==> src/design/mca_pkg.sv <==
// ----------------------------------------------------------------------------
// mca_pkg - shared types and constants of the min-cost assignment block
// widths, node numbering and the control/status structs of the solver
// ----------------------------------------------------------------------------
`default_nettype none

package mca_pkg;

  localparam int MAX_SIZE = 8;
  localparam int IDX_W    = $clog2(MAX_SIZE);
  localparam int SIZE_W   = 4;
  localparam int NODE_MAX = 2 * MAX_SIZE + 2;
  localparam int NODE_W   = $clog2(NODE_MAX);
  localparam int COST_W   = 20;
  localparam int DIST_W   = 28;
  localparam int TOTAL_W  = 26;
  localparam int ADDR_W   = 2 * IDX_W;
  localparam int APB_W    = 32;
  localparam int PADDR_W  = 3;

  localparam logic REG_MATRIX_SIZE = 1'b0;

  typedef logic [COST_W-1:0]        cost_t;
  typedef logic [NODE_W-1:0]        node_t;
  typedef logic signed [DIST_W-1:0] dist_t;
  typedef logic [IDX_W-1:0]         idx_t;
  typedef logic [SIZE_W-1:0]        msize_t;
  typedef logic [TOTAL_W-1:0]       total_t;
  typedef logic [ADDR_W-1:0]        maddr_t;

  typedef struct packed {
    logic   start;
    msize_t n;
    idx_t   rd_row;
  } sol_ctl_t;

  typedef struct packed {
    logic   done;
    total_t total;
    msize_t rd_col;
  } sol_stat_t;

endpackage

`default_nettype wire

==> src/design/mca_in_if.sv <==
// ----------------------------------------------------------------------------
// mca_in_if - cost input channel
// valid/ready handshake carrying one matrix cost per transaction
// ----------------------------------------------------------------------------
`default_nettype none

interface mca_in_if;
  import mca_pkg::*;
  logic  valid;
  logic  ready;
  cost_t cost;
  modport source (output valid, output cost, input ready);
  modport sink   (input valid, input cost, output ready);
endinterface

`default_nettype wire

==> src/design/mca_out_if.sv <==
// ----------------------------------------------------------------------------
// mca_out_if - assignment result channel
// valid/ready handshake carrying one row/column pair per transaction
// ----------------------------------------------------------------------------
`default_nettype none

interface mca_out_if;
  import mca_pkg::*;
  logic   valid;
  logic   ready;
  msize_t row;
  msize_t column;
  total_t total_cost;
  logic   last;
  modport source (output valid, output row, output column, output total_cost,
                  output last, input ready);
  modport sink   (input valid, input row, input column, input total_cost,
                  input last, output ready);
endinterface

`default_nettype wire

==> src/design/mca_cfg.sv <==
// ----------------------------------------------------------------------------
// mca_cfg - configuration registers
// apb-style port holding the matrix size, clamped into its legal range
// ----------------------------------------------------------------------------
`default_nettype none

module mca_cfg (
  input  wire logic                        clk,
  input  wire logic                        rst_n,
  input  wire logic                        psel,
  input  wire logic                        penable,
  input  wire logic                        pwrite,
  input  wire logic [mca_pkg::PADDR_W-1:0] paddr,
  input  wire logic [mca_pkg::APB_W-1:0]   pwdata,
  output logic      [mca_pkg::APB_W-1:0]   prdata,
  output logic                             pready,
  output mca_pkg::msize_t                  size_r,
  output logic                             size_wr
);
  import mca_pkg::*;

  msize_t wval;
  msize_t size_nxt;

  assign pready  = 1'b1;
  assign size_wr = psel && penable && pwrite && (paddr[2] == REG_MATRIX_SIZE);

  always_comb begin
    wval     = pwdata[SIZE_W-1:0];
    size_nxt = wval;
    if (wval == '0) begin
      size_nxt = SIZE_W'(1);
    end else if (wval > SIZE_W'(MAX_SIZE)) begin
      size_nxt = SIZE_W'(MAX_SIZE);
    end
  end

  always_comb begin
    prdata = '0;
    if (paddr[2] == REG_MATRIX_SIZE) begin
      prdata = {{(APB_W-SIZE_W){1'b0}}, size_r};
    end
  end

  always_ff @(posedge clk) begin
    if (!rst_n) begin
      size_r <= SIZE_W'(MAX_SIZE);
    end else if (size_wr) begin
      size_r <= size_nxt;
    end
  end

endmodule

`default_nettype wire

==> src/design/mca_cost_mem.sv <==
// ----------------------------------------------------------------------------
// mca_cost_mem - cost matrix store
// one write port, one read port with registered data
// ----------------------------------------------------------------------------
`default_nettype none

module mca_cost_mem (
  input  wire logic            clk,
  input  wire logic            we,
  input  wire mca_pkg::maddr_t waddr,
  input  wire mca_pkg::cost_t  wdata,
  input  wire mca_pkg::maddr_t raddr,
  output mca_pkg::cost_t       rdata_r
);
  import mca_pkg::*;

  cost_t mem [MAX_SIZE*MAX_SIZE];

  always_ff @(posedge clk) begin
    if (we) begin
      mem[waddr] <= wdata;
    end
    rdata_r <= mem[raddr];
  end

endmodule

`default_nettype wire

==> src/design/mca_solver.sv <==
// ----------------------------------------------------------------------------
// mca_solver - shortest augmenting path sequencer
// fifo label-correcting search with one shared add/compare unit per edge
// ----------------------------------------------------------------------------
`default_nettype none

module mca_solver (
  input  wire logic              clk,
  input  wire logic              rst_n,
  input  wire mca_pkg::sol_ctl_t ctl,
  output mca_pkg::sol_stat_t     stat,
  output mca_pkg::maddr_t        mem_raddr,
  input  wire mca_pkg::cost_t    mem_rdata
);
  import mca_pkg::*;

  localparam logic [2:0] S_IDLE  = 3'd0;
  localparam logic [2:0] S_INIT  = 3'd1;
  localparam logic [2:0] S_POP   = 3'd2;
  localparam logic [2:0] S_EADDR = 3'd3;
  localparam logic [2:0] S_EVAL  = 3'd4;
  localparam logic [2:0] S_AUG   = 3'd5;
  localparam logic [2:0] S_NEXT  = 3'd6;
  localparam logic [2:0] S_DONE  = 3'd7;

  logic [2:0]          state_r, state_nxt;
  msize_t              n_r, round_r;
  dist_t               dist_r   [NODE_MAX];
  node_t               parent_r [NODE_MAX];
  node_t               queue_r  [NODE_MAX];
  logic [NODE_MAX-1:0] reached_r, inq_r;
  node_t               head_r, tail_r, cnt_r;
  node_t               u_r, v_r, au_r;
  dist_t               du_r;
  msize_t              pu_r, k_r;
  logic                open_r, usecost_r, neg_r, lastk_r;
  msize_t              rpart_r [MAX_SIZE];
  msize_t              cpart_r [MAX_SIZE];
  logic [MAX_SIZE-1:0] rmat_r, cmat_r;
  total_t              total_r;
  maddr_t              raddr_r;

  node_t  n5, sink, hq, dsel, p;
  dist_t  dist_rd, w, d, cost_ext;
  idx_t   rp_addr, cp_addr, km1, urow, ucol;
  msize_t pu_nxt, rd_col;
  logic   hq_row, u_src, u_row, u_col, ext, better;
  node_t  v_e;
  logic   open_e, usecost_e, neg_e, lastk_e;
  maddr_t raddr_e;

  always_comb begin
    n5   = {1'b0, n_r};
    sink = {n_r, 1'b1};
    hq   = queue_r[head_r];
    dsel = v_r;
    if (state_r == S_POP) begin
      dsel = (cnt_r == '0) ? sink : hq;
    end
    dist_rd = dist_r[dsel];

    // partner of the node being popped
    hq_row  = (hq != '0) && (hq <= n5);
    rp_addr = (state_r == S_IDLE) ? ctl.rd_row : IDX_W'(hq - NODE_W'(1));
    cp_addr = IDX_W'(hq - n5 - NODE_W'(1));
    rd_col  = rmat_r[rp_addr] ? rpart_r[rp_addr] : '0;
    if (hq_row) begin
      pu_nxt = rd_col;
    end else begin
      pu_nxt = cmat_r[cp_addr] ? cpart_r[cp_addr] : '0;
    end

    // edge k of the current node
    u_src = (u_r == '0);
    u_row = !u_src && (u_r <= n5);
    u_col = (u_r > n5) && (u_r < sink);
    km1   = IDX_W'(k_r - SIZE_W'(1));
    urow  = IDX_W'(u_r - NODE_W'(1));
    ucol  = IDX_W'(u_r - n5 - NODE_W'(1));
    ext   = ({1'b0, k_r} == n5 + NODE_W'(1));
    v_e       = n5 + NODE_W'(k_r);
    open_e    = cmat_r[km1];
    usecost_e = 1'b0;
    neg_e     = 1'b0;
    lastk_e   = (k_r == n_r);
    raddr_e   = raddr_r;
    if (u_src) begin
      v_e    = NODE_W'(k_r);
      open_e = !rmat_r[km1];
    end else if (u_row) begin
      lastk_e = ext;
      if (ext) begin
        v_e    = '0;
        open_e = (pu_r != '0);
      end else begin
        open_e    = (pu_r != k_r);
        usecost_e = 1'b1;
        raddr_e   = {urow, km1};
      end
    end else if (u_col) begin
      lastk_e = ext;
      if (ext) begin
        v_e    = sink;
        open_e = (pu_r == '0);
      end else begin
        v_e       = NODE_W'(k_r);
        open_e    = (pu_r == k_r);
        usecost_e = 1'b1;
        neg_e     = 1'b1;
        raddr_e   = {km1, ucol};
      end
    end

    // shared add/compare
    cost_ext = DIST_W'(mem_rdata);
    w = '0;
    if (usecost_r) begin
      w = neg_r ? -cost_ext : cost_ext;
    end
    d      = du_r + w;
    better = !reached_r[v_r] || (d < dist_rd);

    p = parent_r[au_r];
  end

  // address presented during the edge setup cycle, data ready for the evaluate cycle
  assign mem_raddr   = raddr_e;
  assign stat.done   = (state_r == S_DONE);
  assign stat.total  = total_r;
  assign stat.rd_col = rd_col;

  always_comb begin
    state_nxt = state_r;
    unique case (state_r)
      S_IDLE:  if (ctl.start) state_nxt = S_INIT;
      S_INIT:  state_nxt = S_POP;
      S_POP: begin
        if (cnt_r != '0) begin
          state_nxt = S_EADDR;
        end else begin
          state_nxt = reached_r[sink] ? S_AUG : S_DONE;
        end
      end
      S_EADDR: state_nxt = S_EVAL;
      S_EVAL:  state_nxt = lastk_r ? S_POP : S_EADDR;
      S_AUG:   if (p == '0) state_nxt = S_NEXT;
      S_NEXT:  state_nxt = (round_r + SIZE_W'(1) == n_r) ? S_DONE : S_INIT;
      S_DONE:  state_nxt = S_IDLE;
      default: state_nxt = S_IDLE;
    endcase
  end

  always_ff @(posedge clk) begin
    if (!rst_n) begin
      state_r <= S_IDLE;
    end else begin
      state_r <= state_nxt;
    end
  end

  always_ff @(posedge clk) begin
    case (state_r)
      S_IDLE: begin
        if (ctl.start) begin
          n_r     <= ctl.n;
          round_r <= '0;
          total_r <= '0;
          rmat_r  <= '0;
          cmat_r  <= '0;
        end
      end
      S_INIT: begin
        reached_r  <= NODE_MAX'(1);
        inq_r      <= NODE_MAX'(1);
        dist_r[0]  <= '0;
        queue_r[0] <= '0;
        head_r     <= '0;
        tail_r     <= NODE_W'(1);
        cnt_r      <= NODE_W'(1);
      end
      S_POP: begin
        if (cnt_r != '0) begin
          u_r       <= hq;
          du_r      <= dist_rd;
          pu_r      <= pu_nxt;
          k_r       <= SIZE_W'(1);
          head_r    <= (head_r == NODE_W'(NODE_MAX-1)) ? '0 : head_r + NODE_W'(1);
          cnt_r     <= cnt_r - NODE_W'(1);
          inq_r[hq] <= 1'b0;
        end else begin
          if (reached_r[sink]) begin
            total_r <= total_r + dist_rd[TOTAL_W-1:0];
          end
          au_r    <= sink;
        end
      end
      S_EADDR: begin
        v_r       <= v_e;
        open_r    <= open_e;
        usecost_r <= usecost_e;
        neg_r     <= neg_e;
        lastk_r   <= lastk_e;
        raddr_r   <= raddr_e;
      end
      S_EVAL: begin
        if (open_r && better) begin
          dist_r[v_r]    <= d;
          reached_r[v_r] <= 1'b1;
          parent_r[v_r]  <= u_r;
          if (!inq_r[v_r]) begin
            queue_r[tail_r] <= v_r;
            tail_r <= (tail_r == NODE_W'(NODE_MAX-1)) ? '0 : tail_r + NODE_W'(1);
            cnt_r  <= cnt_r + NODE_W'(1);
            inq_r[v_r] <= 1'b1;
          end
        end
        k_r <= k_r + SIZE_W'(1);
      end
      S_AUG: begin
        if ((p != '0) && (p <= n5) && (au_r > n5) && (au_r < sink)) begin
          rpart_r[IDX_W'(p - NODE_W'(1))]        <= SIZE_W'(au_r - n5);
          rmat_r[IDX_W'(p - NODE_W'(1))]         <= 1'b1;
          cpart_r[IDX_W'(au_r - n5 - NODE_W'(1))] <= SIZE_W'(p);
          cmat_r[IDX_W'(au_r - n5 - NODE_W'(1))]  <= 1'b1;
        end
        au_r <= p;
      end
      S_NEXT: round_r <= round_r + SIZE_W'(1);
      default: ;
    endcase
  end

endmodule

`default_nettype wire

==> src/design/min_cost_assignment.sv <==
// ----------------------------------------------------------------------------
// min_cost_assignment - minimum-cost assignment of rows to columns
// loads an n by n cost matrix, solves it by successive shortest augmenting
// paths and streams out one row/column pair per row
// ----------------------------------------------------------------------------
//  channel   direction  transaction
//  in_chan   in         one cost, row-major order
//  out_chan  out        row, column, total cost, last flag
//  apb       in         matrix size register at byte address 0
//
//  loading takes one cost per cycle while in_chan.valid is high; the final
//  cost of the matrix starts the solve, during which in_chan.ready is low
//  each of the n search rounds evaluates the edges of every popped node one
//  at a time through the single add/compare unit, each waiting on the
//  registered read of the cost memory; then the augment walk, one node a cycle
//  results go out one per cycle while out_chan.ready is high, then loading
//  resumes; synchronous active-low reset, no clearing pass needed
// ----------------------------------------------------------------------------
`default_nettype none

module min_cost_assignment (
  input  wire logic                        clk,
  input  wire logic                        rst_n,
  mca_in_if.sink                           in_chan,
  mca_out_if.source                        out_chan,
  input  wire logic                        psel,
  input  wire logic                        penable,
  input  wire logic                        pwrite,
  input  wire logic [mca_pkg::PADDR_W-1:0] paddr,
  input  wire logic [mca_pkg::APB_W-1:0]   pwdata,
  output logic      [mca_pkg::APB_W-1:0]   prdata,
  output logic                             pready
);
  import mca_pkg::*;

  localparam logic [1:0] T_LOAD  = 2'd0;
  localparam logic [1:0] T_SOLVE = 2'd1;
  localparam logic [1:0] T_OUT   = 2'd2;

  logic [1:0] state_r, state_nxt;
  idx_t       row_r, col_r, oidx_r;
  msize_t     size_r;
  logic       size_wr;
  idx_t       nm1;
  logic       in_acc, out_acc, mat_end;
  sol_ctl_t   sctl;
  sol_stat_t  sstat;
  maddr_t     mem_raddr;
  cost_t      mem_rdata;

  // configuration register
  mca_cfg u_cfg (
    .clk     (clk),
    .rst_n   (rst_n),
    .psel    (psel),
    .penable (penable),
    .pwrite  (pwrite),
    .paddr   (paddr),
    .pwdata  (pwdata),
    .prdata  (prdata),
    .pready  (pready),
    .size_r  (size_r),
    .size_wr (size_wr)
  );

  // cost matrix, written at {row, column}
  mca_cost_mem u_mem (
    .clk     (clk),
    .we      (in_acc),
    .waddr   ({row_r, col_r}),
    .wdata   (in_chan.cost),
    .raddr   (mem_raddr),
    .rdata_r (mem_rdata)
  );

  mca_solver u_sol (
    .clk       (clk),
    .rst_n     (rst_n),
    .ctl       (sctl),
    .stat      (sstat),
    .mem_raddr (mem_raddr),
    .mem_rdata (mem_rdata)
  );

  assign nm1     = IDX_W'(size_r - SIZE_W'(1));
  assign in_acc  = in_chan.valid && in_chan.ready;
  assign out_acc = out_chan.valid && out_chan.ready;
  assign mat_end = (row_r == nm1) && (col_r == nm1);

  assign in_chan.ready = (state_r == T_LOAD);

  // solver kicked on the transaction carrying the final cost
  assign sctl.start  = in_acc && mat_end;
  assign sctl.n      = size_r;
  assign sctl.rd_row = oidx_r;

  // results read straight from the solver's partner table
  assign out_chan.valid      = (state_r == T_OUT);
  assign out_chan.row        = SIZE_W'(oidx_r) + SIZE_W'(1);
  assign out_chan.column     = sstat.rd_col;
  assign out_chan.total_cost = sstat.total;
  assign out_chan.last       = (oidx_r == nm1);

  always_comb begin
    state_nxt = state_r;
    unique case (state_r)
      T_LOAD:  if (in_acc && mat_end) state_nxt = T_SOLVE;
      T_SOLVE: if (sstat.done) state_nxt = T_OUT;
      T_OUT:   if (out_acc && out_chan.last) state_nxt = T_LOAD;
      default: state_nxt = T_LOAD;
    endcase
  end

  always_ff @(posedge clk) begin
    if (!rst_n) begin
      state_r <= T_LOAD;
      row_r   <= '0;
      col_r   <= '0;
      oidx_r  <= '0;
    end else begin
      state_r <= state_nxt;
      if (size_wr) begin
        // a size write restarts loading
        row_r <= '0;
        col_r <= '0;
      end else if (in_acc) begin
        if (col_r == nm1) begin
          col_r <= '0;
          row_r <= (row_r == nm1) ? '0 : row_r + IDX_W'(1);
        end else begin
          col_r <= col_r + IDX_W'(1);
        end
      end
      if (state_r == T_SOLVE) begin
        oidx_r <= '0;
      end else if (out_acc) begin
        oidx_r <= oidx_r + IDX_W'(1);
      end
    end
  end

endmodule

`default_nettype wire
==> src/flat_wrapper.sv <==
// flat-port wrapper written by rule: the top's interface ports become plain ports
module min_cost_assignment_flat import mca_pkg::*;
  (clk, rst_n, psel, penable, pwrite, paddr, pwdata, prdata, pready, in_chan_valid, in_chan_cost, in_chan_ready, out_chan_valid, out_chan_row, out_chan_column, out_chan_total_cost, out_chan_last, out_chan_ready);
  mca_in_if in_chan_i ();
  mca_out_if out_chan_i ();
  input  wire logic clk;
  input  wire logic rst_n;
  input  wire logic psel;
  input  wire logic penable;
  input  wire logic pwrite;
  input  wire logic [mca_pkg::PADDR_W-1:0] paddr;
  input  wire logic [mca_pkg::APB_W-1:0] pwdata;
  output logic      [mca_pkg::APB_W-1:0] prdata;
  output logic pready;
  input wire logic [$bits(in_chan_i.valid)-1:0] in_chan_valid;
  input wire logic [$bits(in_chan_i.cost)-1:0] in_chan_cost;
  output wire logic [$bits(in_chan_i.ready)-1:0] in_chan_ready;
  output wire logic [$bits(out_chan_i.valid)-1:0] out_chan_valid;
  output wire logic [$bits(out_chan_i.row)-1:0] out_chan_row;
  output wire logic [$bits(out_chan_i.column)-1:0] out_chan_column;
  output wire logic [$bits(out_chan_i.total_cost)-1:0] out_chan_total_cost;
  output wire logic [$bits(out_chan_i.last)-1:0] out_chan_last;
  input wire logic [$bits(out_chan_i.ready)-1:0] out_chan_ready;
  assign in_chan_i.valid = in_chan_valid;
  assign in_chan_i.cost = in_chan_cost;
  assign in_chan_ready = in_chan_i.ready;
  assign out_chan_valid = out_chan_i.valid;
  assign out_chan_row = out_chan_i.row;
  assign out_chan_column = out_chan_i.column;
  assign out_chan_total_cost = out_chan_i.total_cost;
  assign out_chan_last = out_chan_i.last;
  assign out_chan_i.ready = out_chan_ready;
  min_cost_assignment u_core (.clk(clk), .rst_n(rst_n), .in_chan(in_chan_i), .out_chan(out_chan_i), .psel(psel), .penable(penable), .pwrite(pwrite), .paddr(paddr), .pwdata(pwdata), .prdata(prdata), .pready(pready));
endmodule
==> config.mk <==
export PLATFORM = sky130hd
export DESIGN_NAME = min_cost_assignment_flat
export DESIGN_NICKNAME = d
export VERILOG_FILES = /design/src/design/mca_pkg.sv /design/src/design/mca_in_if.sv /design/src/design/mca_out_if.sv /design/src/design/mca_cfg.sv /design/src/design/mca_cost_mem.sv /design/src/design/mca_solver.sv /design/src/design/min_cost_assignment.sv /design/src/flat_wrapper.sv
export SDC_FILE = /design/constraint.sdc
export NUM_CORES = 2
export LEC_CHECK = 0
export BUFFER_PORTS_ARGS = -buffer_cell sky130_fd_sc_hd__buf_4
export CAP_MARGIN = 20
export CORE_MARGIN = 3
export CORE_UTILIZATION = 40
export CTS_BUF_LIST = sky130_fd_sc_hd__clkbuf_16
export DETAILED_ROUTE_END_ITERATION = 10
export GPL_ROUTABILITY_DRIVEN = 0
export GPL_TIMING_DRIVEN = 0
export PLACE_DENSITY_LB_ADDON = 0.2
export SLEW_MARGIN = 20
export SYNTH_ARGS = -nofsm -noshare
export SYNTH_HDL_FRONTEND = slang
export SYNTH_SLANG_ARGS = --single-unit
export TNS_END_PERCENT = 10
==> constraint.sdc <==
create_clock -name clk -period 9.3 [get_ports clk]
set_input_delay 0.93 -clock clk [delete_from_list [all_inputs] [get_ports clk]]
set_output_delay 0.93 -clock clk [all_outputs]
set_load 0.01 [all_outputs]
==> results.toml <==
[run_status]
status = "complete, no violations"

[worst_setup_path]
startpoint_type = "flop"
critPathSlowestCell = "mux4_2"
required_ps = 9860
critPathKind = "reg2reg"
path_max_fanout = 10
rr_endpoint = "u_core.u_sol.dist_r[8][22]$_DFFE_PP_"
cp.arrival_ps = 9560
max_stage_delay_ps = 570
reg2reg_depth = 33
crit_path_frequent_cell = "buf_2"
cp-end-kind = "flop"
regToRegSetupSlack_ps = 300

[layout]
drive_gt1_share_pct = 13.3
final_cell_mix = "edfxtp_1, nand2_1, nand3_1"
fin_util_pct = 46.3
nFillCells = 20900
finalNonFillerCells = 10700
finalNetCount = 7583
layout_commonest_cell = "edfxtp_1"
area_delta_synth_final_pct = 14.7

[placed_design]
hpwl_um = 201000
io_buffers = 72
dp.cells = 10300
post-place-ws_ps = -2060

[timing]
skew_ps = 59.2
hold_violations = 0
period_share_pct = 96.7
setup_ws_ps = 305
fin_crit_ps = 9000
fmax_mhz = 111
rsz0062_at_grt = "false"
whs_ps = 315
maxSlewHeadroom_pct = 13.2
setup_viol = 0
worstMarginPinSlew_ps = 1290
slew_viol_final = 0

[global_route]
overflow = 0
grt_usage_pct = 23.7
grt_pass1_wl_um = 423000
antenna_found_initial = 14
grt_max_degree = 65
grt_pass1_vias = 60600

[logic_synthesis]
yosysWarnings = 0
syn_area_per_cell_um2 = 13.8
syn_inst = 6920
yosysSeqAreaShare_pct = 69.9
ys_ff_latch = 2238
async_reset_ff_share_pct = 0
yosysTopAreaCell = "edfxtp_1"
netlist-cell-type-count = 89
synth-edff-count = 2190
ys_top_cells_by_area = "edfxtp_1, nand2_1, nand3_1"
synthFlopType = "edfxtp_1"
synth_area_um2 = 95400
synth_top_area_share_pct = 68.9

[drt]
wl_per_cell_um = 27.5
finalWirelength_um = 295000
post-route-drc-count = 0
viasPerCell = 5.80
drt-initial-drc-count = 7157
vias = 62300
ant_nets = 0
first_pass_iters = 7

[die]
fp.dieArea_um2 = 244000
die_h_um = 494
core_um2 = 236000
die_x_um = 494
io_pins = 132
placementRows = 178
start_util_pct = 40.4

[worst_hold_path]
holdPathStages = 2
hold_path_class = "in2reg"
holdPathEnd = "u_core.u_cfg.size_r[2]$_SDFFE_PN0P_"
hp-start = "pwdata[2]"

[clock_tree]
clk_pin_slew_worst_paths_ps = 60
clkSinkCount = 2238
cts_max_level = 4
root_buffer = "clkbuf_16"
cts_buffer_depth = 3
tritoncts = "done"
cts_buffers = 232
ctsHoldBuffers = 0
clk_latency_ps = 890

[job]
drv_cap = 0

[power]
leakagePower_nw = 36.0
power_w = 0.0203
ir_drop_mv = 0.155
pwr_density_cell_nw_per_um2 = 185
metrics by stage:
stage | setup TNS [ps] | cell area (um^2)
6_report | 0 | 109000
5_1_grt | 0 | 109000
4_1_cts | 0 | 109000
3_5_place_dp | -1343330 | 102000
3_3_place_gp | -4429600 | 100000
2_1_floorplan | -8670 | 95500
state kept, by name, summed over array words and instances (netlist names), 6 cells and up, named ones only:
signal	flops
u_core.u_sol.rpart_r	32
u_core.u_sol.rmat_r	8
u_core.u_sol.reached_r	18
u_core.u_sol.parent_r	90
u_core.u_sol.total_r	26
u_core.u_sol.raddr_r	6
u_core.u_sol.du_r	28
u_core.u_mem.rdata_r	20
u_core.u_sol.cmat_r	8
u_core.u_mem.mem	1280
u_core.u_sol.dist_r	504
u_core.u_sol.inq_r	18
u_core.u_sol.cpart_r	32
u_core.u_sol.queue_r	90
worst max-delay path: cells and delay by family (launching register included):
| kind | cells | cell delay (ps) |
|---|---|---|
| AO/OA/AOI/OAI | 7 | 1950 |
| XOR/XNOR | 1 | 110 |
| adder cells (fa/ha/maj) | 1 | 310 |
| flip-flops | 1 | 400 |
| buffers and inverters | 13 | 3040 |
| multiplexers | 3 | 1450 |
| AND/OR/NAND/NOR | 8 | 1380 |
synth_stat cells (23+ instances only):
library cell / count
edfxtp_1: 2190
nand2_1: 848
nand3_1: 570
o21ai_0: 446
clkbuf_1: 375
a211oi_1: 271
nor2_1: 262
and3_1: 230
a31oi_1: 163
ha_1: 133
a21oi_1: 109
mux2i_1: 107
mux4_2: 106
mux2_2: 96
inv_1: 73
xnor2_1: 71
nor3_1: 57
buf_1: 50
nand4_1: 49
o22ai_1: 49
dfxtp_1: 48
buf_2: 46
nor4_1: 41
o211ai_1: 38
nor2b_1: 36
xor2_1: 34
a21o_1: 33
and2_1: 33
buf_4: 32
a2111oi_0: 26
o2111ai_1: 25
a221oi_1: 23
routing by layer:
| metal | up-vias | part of all wire, % | GRT usage, % | wire (um) |
|---|---|---|---|---|
| met5 | - | 0.0044 | 0 | 13 |
| met4 | 2 | 4.0 | 8.84 | 11900 |
| met3 | 527 | 8.0 | 4.54 | 23600 |
| met2 | 2640 | 47 | 37.9 | 139000 |
| met1 | 31500 | 41 | 32.1 | 121000 |
| li1 | 27700 | - | - | - |
what timing repair did:
action                     4_1_cts  5_1_grt
setup endpoints to repair     1334      176
setup buffers                    4        1
pin swaps                        3        3
resized for setup               23       17
hold endpoints to repair         0        0
power breakdown:
part / leakage [nW] / switching (W) / internal (W) / total (W)
logic: 13.1 / 0.000170 / 0.0000257 / 0.000195
registers: 19.2 / 0.00000544 / 0.0110 / 0.0110
clock network: 3.78 / 0.00397 / 0.00510 / 0.00907
total: 36.0 / 0.00414 / 0.0161 / 0.0203
area by class of cell:
type / instances / area [um^2] / area share [%]
antenna: 9 / 22.5 / 0.0206
buffer: 506 / 2130 / 1.95
clock buffer: 235 / 5880 / 5.37
clock inverter: 194 / 1520 / 1.38
inverter: 77 / 315 / 0.288
multi-input combinational: 4125 / 27100 / 24.8
sequential: 2238 / 66700 / 60.9
tap: 3150 / 3940 / 3.60
timing repair buffer: 201 / 1850 / 1.69
kinds of logic (layout without fill, tap and decap cells):
group / after synthesis / after routing / synth area share [%]
flip-flops: 2238 / 2238 / 69.9
AND/OR/NAND/NOR: 2212 / 2212 / 10.9
AO/OA/AOI/OAI: 1329 / 1329 / 9.02
buffers and inverters: 584 / 1213 / 2.51
multiplexers: 310 / 310 / 4.78
adder cells (fa/ha/maj): 140 / 140 / 1.89
XOR/XNOR: 105 / 105 / 0.964
other: 2 / 38 / 0.00787
how the worst max path moves through the flow:
stage               slack, ps                                    to  depth (start not counted)
finish                    300  u_core.u_sol.dist_r[8][22]$_DFFE_PP_                         33
global route               20  u_core.u_sol.dist_r[8][24]$_DFFE_PP_                         35
CTS                         4  u_core.u_sol.dist_r[8][22]$_DFFE_PP_                         32
detailed placement      -2060  u_core.u_sol.dist_r[8][24]$_DFFE_PP_                         32
global placement        -7100  u_core.u_sol.dist_r[9][22]$_DFFE_PP_                         27
floorplan                -100   u_core.u_sol.dist_r[1][0]$_DFFE_PP_                         31
(Power assumes the default switching activity.)
